$ cat config.mk
export PLATFORM = sky130hd
export DESIGN_NAME = lock_order_cycle_detector_top
export DESIGN_NICKNAME = d
export VERILOG_FILES = /design/src/hdl/locd_pkg.sv /design/src/hdl/locd_ram.sv /design/src/hdl/lock_order_cycle_detector_top.sv
export SDC_FILE = /design/constraint.sdc
export NUM_CORES = 2
export LEC_CHECK = 0
export ABC_AREA = 0
export BUFFER_PORTS_ARGS = -buffer_cell sky130_fd_sc_hd__buf_2
export CELL_PAD_IN_SITES_DETAIL_PLACEMENT = 0
export CELL_PAD_IN_SITES_GLOBAL_PLACEMENT = 1
export CORE_MARGIN = 2
export CORE_UTILIZATION = 55
export DETAILED_ROUTE_END_ITERATION = 12
export GPL_TIMING_DRIVEN = 0
export PLACE_DENSITY_LB_ADDON = 0.1
export SYNTH_ARGS = -nofsm -noshare
export SYNTH_HDL_FRONTEND = slang
export SYNTH_HIERARCHICAL = 1
export SYNTH_SLANG_ARGS = --single-unit
export TNS_END_PERCENT = 1
$ cat constraint.sdc
create_clock -name i_clk -period 4.9 [get_ports i_clk]
set_input_delay 0.735 -clock i_clk [delete_from_list [all_inputs] [get_ports i_clk]]
set_output_delay 0.735 -clock i_clk [all_outputs]
set_load 0.05 [all_outputs]
$ cat src/hdl/locd_pkg.sv
// package: types, constants and state codes of the lock order cycle detector
`timescale 1ns / 1ps
package locd_pkg;

    localparam int LOCKS       = 32;
    localparam int STACK_DEPTH = 16;
    localparam int LK_W        = $clog2(LOCKS);
    localparam int NXT_W       = $clog2(LOCKS) + 1;
    localparam int HS_W        = $clog2(STACK_DEPTH);
    localparam int CNT_W       = $clog2(STACK_DEPTH) + 1;
    localparam int SP_W        = $clog2(LOCKS);
    localparam int SS_W        = LK_W + NXT_W;

    localparam logic CMD_ACQUIRE = 1'b0;
    localparam logic CMD_RELEASE = 1'b1;

    localparam logic [2:0] ST_OK        = 3'd0;
    localparam logic [2:0] ST_CYCLE     = 3'd1;
    localparam logic [2:0] ST_REL_EMPTY = 3'd2;
    localparam logic [2:0] ST_REL_NOTOP = 3'd3;
    localparam logic [2:0] ST_FULL      = 3'd4;
    localparam logic [2:0] ST_HALTED    = 3'd5;

    typedef struct packed {
        logic       command;
        logic [4:0] lock_number;
    } t_in_word;

    typedef struct packed {
        logic [2:0] status;
        logic       new_edge;
        logic [4:0] cycle_from;
        logic [4:0] cycle_to;
    } t_out_word;

    typedef enum logic [2:0] {
        S_IDLE,
        S_EDGE,
        S_ROOT,
        S_LOAD,
        S_SCAN,
        S_POP
    } t_state;

endpackage

$ cat src/hdl/locd_ram.sv
// generic simple dual port ram with registered read
`timescale 1ns / 1ps
module locd_ram #(
    parameter int WIDTH = 8,
    parameter int DEPTH = 32
) (
    input  logic                     i_clk,
    input  logic                     i_we,
    input  logic [$clog2(DEPTH)-1:0] i_waddr,
    input  logic [WIDTH-1:0]         i_wdata,
    input  logic                     i_re,
    input  logic [$clog2(DEPTH)-1:0] i_raddr,
    output logic [WIDTH-1:0]         o_rdata
);

    logic [WIDTH-1:0] r_mem [DEPTH];
    logic [WIDTH-1:0] r_rdata;

    always_ff @(posedge i_clk) begin
        if (i_we) begin
            r_mem[i_waddr] <= i_wdata;
        end
        if (i_re) begin
            r_rdata <= r_mem[i_raddr];
        end
    end

    assign o_rdata = r_rdata;

endmodule

$ cat src/hdl/lock_order_cycle_detector_top.sv
// top level: lock order tracking with depth-first cycle search
// release, non-recording acquire and halted words finish in idle, result next cycle
// an acquire that reads the order matrix goes through the edge check state; a new edge starts a search
// the search scans one matrix bit per cycle plus a row reload per node visit and per pop;
// input words are taken one at a time, none while a search runs
// synchronous active-low reset clears state, stack count, halt, row valid bits and output valid; no clearing pass
`timescale 1ns / 1ps
module lock_order_cycle_detector_top (
    input  logic                i_clk,
    input  logic                i_rst_n,
    input  logic                i_in_valid,
    output logic                o_in_ready,
    input  locd_pkg::t_in_word  i_in_word,
    output logic                o_out_valid,
    input  logic                i_out_ready,
    output locd_pkg::t_out_word o_out_word
);

    localparam int L = locd_pkg::LOCKS;

    locd_pkg::t_state r_state, n_state;

    logic [locd_pkg::CNT_W-1:0] r_cnt, n_cnt;
    logic                       r_halt, n_halt;
    logic [locd_pkg::LK_W-1:0]  r_hstk [locd_pkg::STACK_DEPTH];
    logic                       hs_we;
    logic [locd_pkg::HS_W-1:0]  hs_waddr;
    logic [locd_pkg::LK_W-1:0]  hs_wdata;
    logic [locd_pkg::LK_W-1:0]  r_lock, n_lock;
    logic [L-1:0]               r_rowv, n_rowv;
    logic [L-1:0]               r_seen, n_seen;
    logic [L-1:0]               r_done, n_done;
    logic [locd_pkg::NXT_W-1:0] r_root, n_root;
    logic [locd_pkg::LK_W-1:0]  r_here, n_here;
    logic [locd_pkg::NXT_W-1:0] r_nxt, n_nxt;
    logic [locd_pkg::SP_W-1:0]  r_sp, n_sp;
    logic [L-1:0]               r_row, n_row;
    logic [locd_pkg::LK_W-1:0]  r_maddr, n_maddr;
    logic                       r_ovalid, n_ovalid;
    locd_pkg::t_out_word        r_out, n_out;

    logic                       m_we, m_re;
    logic [locd_pkg::LK_W-1:0]  m_waddr, m_raddr;
    logic [L-1:0]               m_wdata, m_rdata, mrow;
    logic                       s_we, s_re;
    logic [locd_pkg::SP_W-1:0]  s_waddr, s_raddr;
    logic [locd_pkg::SS_W-1:0]  s_wdata, s_rdata;

    logic                       acc;
    logic [locd_pkg::HS_W-1:0]  top_idx;
    logic [locd_pkg::LK_W-1:0]  top_lock;
    logic [locd_pkg::LK_W-1:0]  tgt;
    logic                       slot_free;

    locd_ram #(.WIDTH(L), .DEPTH(L)) u_matrix (
        .i_clk  (i_clk),
        .i_we   (m_we),
        .i_waddr(m_waddr),
        .i_wdata(m_wdata),
        .i_re   (m_re),
        .i_raddr(m_raddr),
        .o_rdata(m_rdata)
    );

    locd_ram #(.WIDTH(locd_pkg::SS_W), .DEPTH(L)) u_path (
        .i_clk  (i_clk),
        .i_we   (s_we),
        .i_waddr(s_waddr),
        .i_wdata(s_wdata),
        .i_re   (s_re),
        .i_raddr(s_raddr),
        .o_rdata(s_rdata)
    );

    assign slot_free   = !r_ovalid || i_out_ready;
    assign o_in_ready  = (r_state == locd_pkg::S_IDLE) && slot_free;
    assign acc         = i_in_valid && o_in_ready;
    assign o_out_valid = r_ovalid;
    assign o_out_word  = r_out;

    assign top_idx  = locd_pkg::HS_W'(r_cnt - locd_pkg::CNT_W'(1));
    assign top_lock = r_hstk[top_idx];
    assign mrow     = r_rowv[r_maddr] ? m_rdata : '0;
    assign tgt      = r_nxt[locd_pkg::LK_W-1:0];

    // next state
    always_comb begin
        n_state = r_state;
        unique case (r_state)
            locd_pkg::S_IDLE: begin
                if (acc && !r_halt && i_in_word.command == locd_pkg::CMD_ACQUIRE
                    && r_cnt < locd_pkg::CNT_W'(locd_pkg::STACK_DEPTH)
                    && r_cnt != '0 && top_lock != i_in_word.lock_number) begin
                    n_state = locd_pkg::S_EDGE;
                end
            end
            locd_pkg::S_EDGE: begin
                n_state = mrow[r_lock] ? locd_pkg::S_IDLE : locd_pkg::S_ROOT;
            end
            locd_pkg::S_ROOT: begin
                if (r_root == locd_pkg::NXT_W'(L)) begin
                    n_state = locd_pkg::S_IDLE;
                end else if (!r_seen[r_root[locd_pkg::LK_W-1:0]]) begin
                    n_state = locd_pkg::S_LOAD;
                end
            end
            locd_pkg::S_LOAD: begin
                n_state = locd_pkg::S_SCAN;
            end
            locd_pkg::S_SCAN: begin
                if (r_nxt == locd_pkg::NXT_W'(L)) begin
                    n_state = (r_sp == '0) ? locd_pkg::S_ROOT : locd_pkg::S_POP;
                end else if (r_row[tgt]) begin
                    if (!r_seen[tgt]) begin
                        n_state = locd_pkg::S_LOAD;
                    end else if (!r_done[tgt]) begin
                        n_state = locd_pkg::S_IDLE;
                    end
                end
            end
            locd_pkg::S_POP: begin
                n_state = locd_pkg::S_LOAD;
            end
            default: n_state = locd_pkg::S_IDLE;
        endcase
    end

    // datapath and outputs
    always_comb begin
        n_cnt    = r_cnt;
        n_halt   = r_halt;
        n_lock   = r_lock;
        n_rowv   = r_rowv;
        n_seen   = r_seen;
        n_done   = r_done;
        n_root   = r_root;
        n_here   = r_here;
        n_nxt    = r_nxt;
        n_sp     = r_sp;
        n_row    = r_row;
        n_maddr  = r_maddr;
        n_ovalid = r_ovalid && !i_out_ready;
        n_out    = r_out;
        hs_we    = 1'b0;
        hs_waddr = r_cnt[locd_pkg::HS_W-1:0];
        hs_wdata = r_lock;
        m_we     = 1'b0;
        m_waddr  = r_maddr;
        m_wdata  = mrow | (L'(1) << r_lock);
        m_re     = 1'b0;
        m_raddr  = r_here;
        s_we     = 1'b0;
        s_waddr  = r_sp;
        s_wdata  = {r_here, locd_pkg::NXT_W'(r_nxt + locd_pkg::NXT_W'(1))};
        s_re     = 1'b0;
        s_raddr  = locd_pkg::SP_W'(r_sp - locd_pkg::SP_W'(1));
        unique case (r_state)
            locd_pkg::S_IDLE: begin
                if (acc) begin
                    n_lock   = i_in_word.lock_number;
                    n_ovalid = 1'b1;
                    n_out    = '0;
                    if (r_halt) begin
                        n_out.status = locd_pkg::ST_HALTED;
                    end else if (i_in_word.command == locd_pkg::CMD_ACQUIRE) begin
                        if (r_cnt >= locd_pkg::CNT_W'(locd_pkg::STACK_DEPTH)) begin
                            n_out.status = locd_pkg::ST_FULL;
                            n_halt       = 1'b1;
                        end else if (r_cnt == '0 || top_lock == i_in_word.lock_number) begin
                            hs_we    = 1'b1;
                            hs_wdata = i_in_word.lock_number;
                            n_cnt    = locd_pkg::CNT_W'(r_cnt + locd_pkg::CNT_W'(1));
                        end else begin
                            // matrix lookup of the top row first
                            n_ovalid = r_ovalid && !i_out_ready;
                            n_out    = r_out;
                            m_re     = 1'b1;
                            m_raddr  = top_lock;
                            n_maddr  = top_lock;
                        end
                    end else if (r_cnt == '0) begin
                        n_out.status = locd_pkg::ST_REL_EMPTY;
                        n_halt       = 1'b1;
                    end else if (top_lock != i_in_word.lock_number) begin
                        n_out.status = locd_pkg::ST_REL_NOTOP;
                        n_halt       = 1'b1;
                    end else begin
                        n_cnt = locd_pkg::CNT_W'(r_cnt - locd_pkg::CNT_W'(1));
                    end
                end
            end
            locd_pkg::S_EDGE: begin
                if (mrow[r_lock]) begin
                    hs_we    = 1'b1;
                    n_cnt    = locd_pkg::CNT_W'(r_cnt + locd_pkg::CNT_W'(1));
                    n_ovalid = 1'b1;
                    n_out    = '0;
                end else begin
                    m_we            = 1'b1;
                    n_rowv[r_maddr] = 1'b1;
                    n_seen          = '0;
                    n_done          = '0;
                    n_root          = '0;
                end
            end
            locd_pkg::S_ROOT: begin
                if (r_root == locd_pkg::NXT_W'(L)) begin
                    hs_we          = 1'b1;
                    n_cnt          = locd_pkg::CNT_W'(r_cnt + locd_pkg::CNT_W'(1));
                    n_ovalid       = 1'b1;
                    n_out          = '0;
                    n_out.new_edge = 1'b1;
                end else if (r_seen[r_root[locd_pkg::LK_W-1:0]]) begin
                    n_root = locd_pkg::NXT_W'(r_root + locd_pkg::NXT_W'(1));
                end else begin
                    n_seen[r_root[locd_pkg::LK_W-1:0]] = 1'b1;
                    n_here  = r_root[locd_pkg::LK_W-1:0];
                    n_nxt   = '0;
                    n_sp    = '0;
                    m_re    = 1'b1;
                    m_raddr = r_root[locd_pkg::LK_W-1:0];
                    n_maddr = r_root[locd_pkg::LK_W-1:0];
                end
            end
            locd_pkg::S_LOAD: begin
                n_row = mrow;
            end
            locd_pkg::S_SCAN: begin
                if (r_nxt == locd_pkg::NXT_W'(L)) begin
                    n_done[r_here] = 1'b1;
                    if (r_sp == '0) begin
                        n_root = locd_pkg::NXT_W'(r_root + locd_pkg::NXT_W'(1));
                    end else begin
                        s_re = 1'b1;
                        n_sp = locd_pkg::SP_W'(r_sp - locd_pkg::SP_W'(1));
                    end
                end else begin
                    n_nxt = locd_pkg::NXT_W'(r_nxt + locd_pkg::NXT_W'(1));
                    if (r_row[tgt]) begin
                        if (!r_seen[tgt]) begin
                            // descend: park the parent and its resume index
                            s_we        = 1'b1;
                            n_sp        = locd_pkg::SP_W'(r_sp + locd_pkg::SP_W'(1));
                            n_seen[tgt] = 1'b1;
                            n_here      = tgt;
                            n_nxt       = '0;
                            m_re        = 1'b1;
                            m_raddr     = tgt;
                            n_maddr     = tgt;
                        end else if (!r_done[tgt]) begin
                            // open node on the path: back edge
                            n_halt           = 1'b1;
                            n_ovalid         = 1'b1;
                            n_out.status     = locd_pkg::ST_CYCLE;
                            n_out.new_edge   = 1'b1;
                            n_out.cycle_from = r_here;
                            n_out.cycle_to   = tgt;
                        end
                    end
                end
            end
            locd_pkg::S_POP: begin
                n_here  = s_rdata[locd_pkg::SS_W-1:locd_pkg::NXT_W];
                n_nxt   = s_rdata[locd_pkg::NXT_W-1:0];
                m_re    = 1'b1;
                m_raddr = s_rdata[locd_pkg::SS_W-1:locd_pkg::NXT_W];
                n_maddr = s_rdata[locd_pkg::SS_W-1:locd_pkg::NXT_W];
            end
            default: begin
                n_ovalid = r_ovalid && !i_out_ready;
            end
        endcase
    end

    always_ff @(posedge i_clk) begin
        if (!i_rst_n) begin
            r_state  <= locd_pkg::S_IDLE;
            r_cnt    <= '0;
            r_halt   <= 1'b0;
            r_rowv   <= '0;
            r_ovalid <= 1'b0;
        end else begin
            r_state  <= n_state;
            r_cnt    <= n_cnt;
            r_halt   <= n_halt;
            r_rowv   <= n_rowv;
            r_ovalid <= n_ovalid;
        end
    end

    always_ff @(posedge i_clk) begin
        if (hs_we) begin
            r_hstk[hs_waddr] <= hs_wdata;
        end
        r_lock  <= n_lock;
        r_seen  <= n_seen;
        r_done  <= n_done;
        r_root  <= n_root;
        r_here  <= n_here;
        r_nxt   <= n_nxt;
        r_sp    <= n_sp;
        r_row   <= n_row;
        r_maddr <= n_maddr;
        r_out   <= n_out;
    end

    ap_busy_not_ready: assert property (@(posedge i_clk) disable iff (!i_rst_n)
        r_state != locd_pkg::S_IDLE |-> !o_in_ready)
        else $error("ready while searching");

    ap_count_bound: assert property (@(posedge i_clk) disable iff (!i_rst_n)
        r_cnt <= locd_pkg::CNT_W'(locd_pkg::STACK_DEPTH))
        else $error("held stack count overflow");

    ap_halt_sticky: assert property (@(posedge i_clk) disable iff (!i_rst_n)
        r_halt |=> r_halt)
        else $error("halt cleared without reset");

    ap_done_seen: assert property (@(posedge i_clk) disable iff (!i_rst_n)
        r_state == locd_pkg::S_SCAN |-> (r_done & ~r_seen) == '0)
        else $error("finished node never visited");

endmodule
==> out/metrics.cfg <==
[floorplan]
fp.dieArea_sq_um = 129000
die-width_microns = 360
die_h_microns = 360
initial_core_util_pct = 55.4
num_rows = 130
core-area_sq_um = 126000
boundaryPins = 26

[power]
p_per_area_nw_per_um2 = 661
p_leak_nw = 28.3
p_total_mw = 53.8
vdd_drop_max_uv = 529

[drt]
routed_via_density = 6.20
detail-route-antenna-nets = 0
wire_per_inst_microns = 28.0
vias = 40000
firstDrtPassIters = 6
remaining_drc_errors = 0
drt_iter0_drc = 4227
finalWirelength_mm = 181

[finish]
multiInputGateArea_sq_um = 19100
drive_gt1_share_pct = 17.8
fill_cells = 8923
final_area_sq_um = 81400
insertedDiodeCount = 0
syn2layout_area_growth_pct = 17.0
seq_area_sq_um = 50100
postLayoutCoreUtil_pct = 64.8
fin_cells = 6449
fin_nets = 4685

[logic_synthesis]
synth_edf_count = 1641
ys_ff_latch = 1683
synth.most_common_cell = edfxtp_1
seq_area_frac_synth_pct = 72.1
synth_top_area_share_pct = 70.9
syn_area_per_cell_sq_um = 16.1
netlist_instances = 4327
netlist_top_cells_count = edfxtp_1 (1641), mux2i_1 (756), nor2_1 (233), nand2_1 (193), a21oi_1 (184)
synth_warnings = 6
ys_top_cells_by_area = edfxtp_1 (71%), mux2i_1 (11%), a22oi_1 (1.6%)
async_flop_share_pct = 0
yosys.area.top_type = edfxtp_1
synth_nets = 4352
synthFlopType = edfxtp_1
netlist_area_sq_um = 69500
synth_cell_types = 81

[sta]
fin_crit_ns = 5.14
hold_viol = 0
drv_slew = 0
setup_violations = 54
relSlewSlack_pct = 2.74
skew_ns = 0.0224
tightest_slew_ns = 1.45
fmax_ghz = 0.195
rsz0062_at_grt = true
fin_hold_ws_ns = 0.224
fin_ws_ns = -0.236
finalCritPeriodShare_pct = 105

[clocking]
clock_sinks = 1683
clk_pin_slew_ns = 0.06
numCtsBuffers = 169
cts.path.max_buffers = 3
tritoncts = yes
cts_root_buf = clkbuf_16
ctsHoldBuffers = 0
h-tree-depth = 4
clock_latency_ns = 0.79

[setup_path]
cp-end-kind = flip-flop
critical_path_required_ns = 5.41
path_class = reg2reg
worstSetupStartpointType = flip-flop
cp_max_fo = 6
critPathArrivalTime_ns = 5.65

[global_route]
first_global_vias = 39400
antenna_found_initial = 0
grt_first_pass_wirelength_mm = 262
grt_start_max_net_pins = 39
grt.total_usage_pct = 27.7
grt.overflow.total = 0

[placement]
dpl-instance-area_sq_um = 73600
post-dp-hpwl_mm = 118
dp_cells = 6075
portBuffers = 25
gp_congestion = 0.903

[hold_path]
hold_path_class = in2reg

[job]
maxCapViolations = 0

[outcome]
status = finished with violations
failed_checks = setup timing

stage by stage:
stage                     setup WS (ns)  setup TNS [ns]
final                            -0.236           -6.76
after global routing             -0.327          -22.47
after CTS                        -0.206          -22.55
after detailed placement          -1.99        -1079.70
after global placement            -2.38        -2831.16
after floorplan                   0.334               0
metal layers:
metal / vias up / part of all wire [%] / GRT usage (%)
met5: - / 0 / 0
met3: 352 / 6.4 / 4.48
met4: 0 / 3.9 / 10.9
met2: 1546 / 49 / 45.9
li1: 17700 / - / -
met1: 20400 / 41 / 36.8
power breakdown:
part           leakage [nW]  switching (mW)  total, mW  internal (mW)
combinational          10.3            13.6       22.0           8.41
sequential             15.3           0.538       19.0           18.5
clock                  2.67            5.37       12.7           7.37
cell usage in the layout, fill, tap and decap left out, types with 44 or more instances in the layout:
master and instances:
edfxtp_1 1641, mux2i_1 748, nand2_1 193, nor2_1 191
a21oi_1 181, clkbuf_16 175, nand3_1 157, a22oi_1 145
clkbuf_1 102, a22o_1 88, buf_4 80, buf_12 63
buf_6 57, buf_2 47, and2_1 45, mux4_2 44
flip-flops by register name, summed over array words and instances (netlist names), 32 cells and up:
register          flops
r_done               32
r_hstk               80
r_row                32
r_rowv               32
r_seen               32
u_matrix/o_rdata     32
u_matrix/r_mem     1024
u_path/r_mem        352
layout make-up:
class / count / share of cell area (%)
plain buffers: 262 / 2.74
clock buffers: 204 / 5.48
clock inverters: 106 / 1.21
inverters: 24 / 0.140
multi-input cells: 2355 / 23.5
flip-flops and latches: 1683 / 61.6
well taps: 1650 / 2.54
repair buffers: 164 / 2.83
repair inverters: 1 / 0.00615
final timing paths:
check	from	slack, ns	end	depth (start not counted)
worst max-delay path	r_cnt[0]	-0.24	u_matrix/o_rdata[6]	25
worst min-delay path	i_in_word[4]	0.22	r_lock[4]	1
worst min register to register	r_rowv[21]	0.46	r_rowv[21]	1
worst max register to register	r_cnt[0]	-0.24	u_matrix/o_rdata[6]	25
worst max-delay path, stage by stage (launching register included):
cell       delay (ns)
dfxtp_2          0.35
buf_8            0.13
inv_12           0.04
ha_4             0.24
buf_12           0.14
inv_8            0.05
buf_12           0.11
mux4_2           0.49
mux2_4           0.29
o21a_4           0.22
xnor2_2          0.14
and4_4           0.16
nor3_4           0.29
buf_6            0.17
buf_6            0.09
a21oi_2          0.05
o2bb2ai_1        0.13
buf_4            0.18
buf_12           0.18
buf_16           0.17
bufbuf_16        0.28
mux2i_1          0.22
a22o_1           0.17
nor3_2           0.07
a31oi_2          0.31
nand3_1          0.15
kinds of logic (layout without fill, tap and decap cells):
logic type               Yosys count  after routing  share of synthesized area (%)
AO/OA/AOI/OAI                    664            664                           6.62
multiplexers                     813            813                           12.6
adder cells (fa/ha/maj)           15             15                          0.270
AND/OR/NAND/NOR                  840            840                           5.78
XOR/XNOR                          23             23                          0.322
buffers and inverters            289            761                           2.38
flip-flops                      1683           1683                           72.1
what timing repair did:
| item | 4_1_cts | 5_1_grt |
|---|---|---|
| buffers inserted | 53 | 5 |
| cloned | 9 | 0 |
| endpoints found under the setup margin | 1541 | 653 |
| resized for setup | 332 | 53 |
| pin swaps | 35 | 17 |
Note: power is estimated with default switching activity, not from simulation.
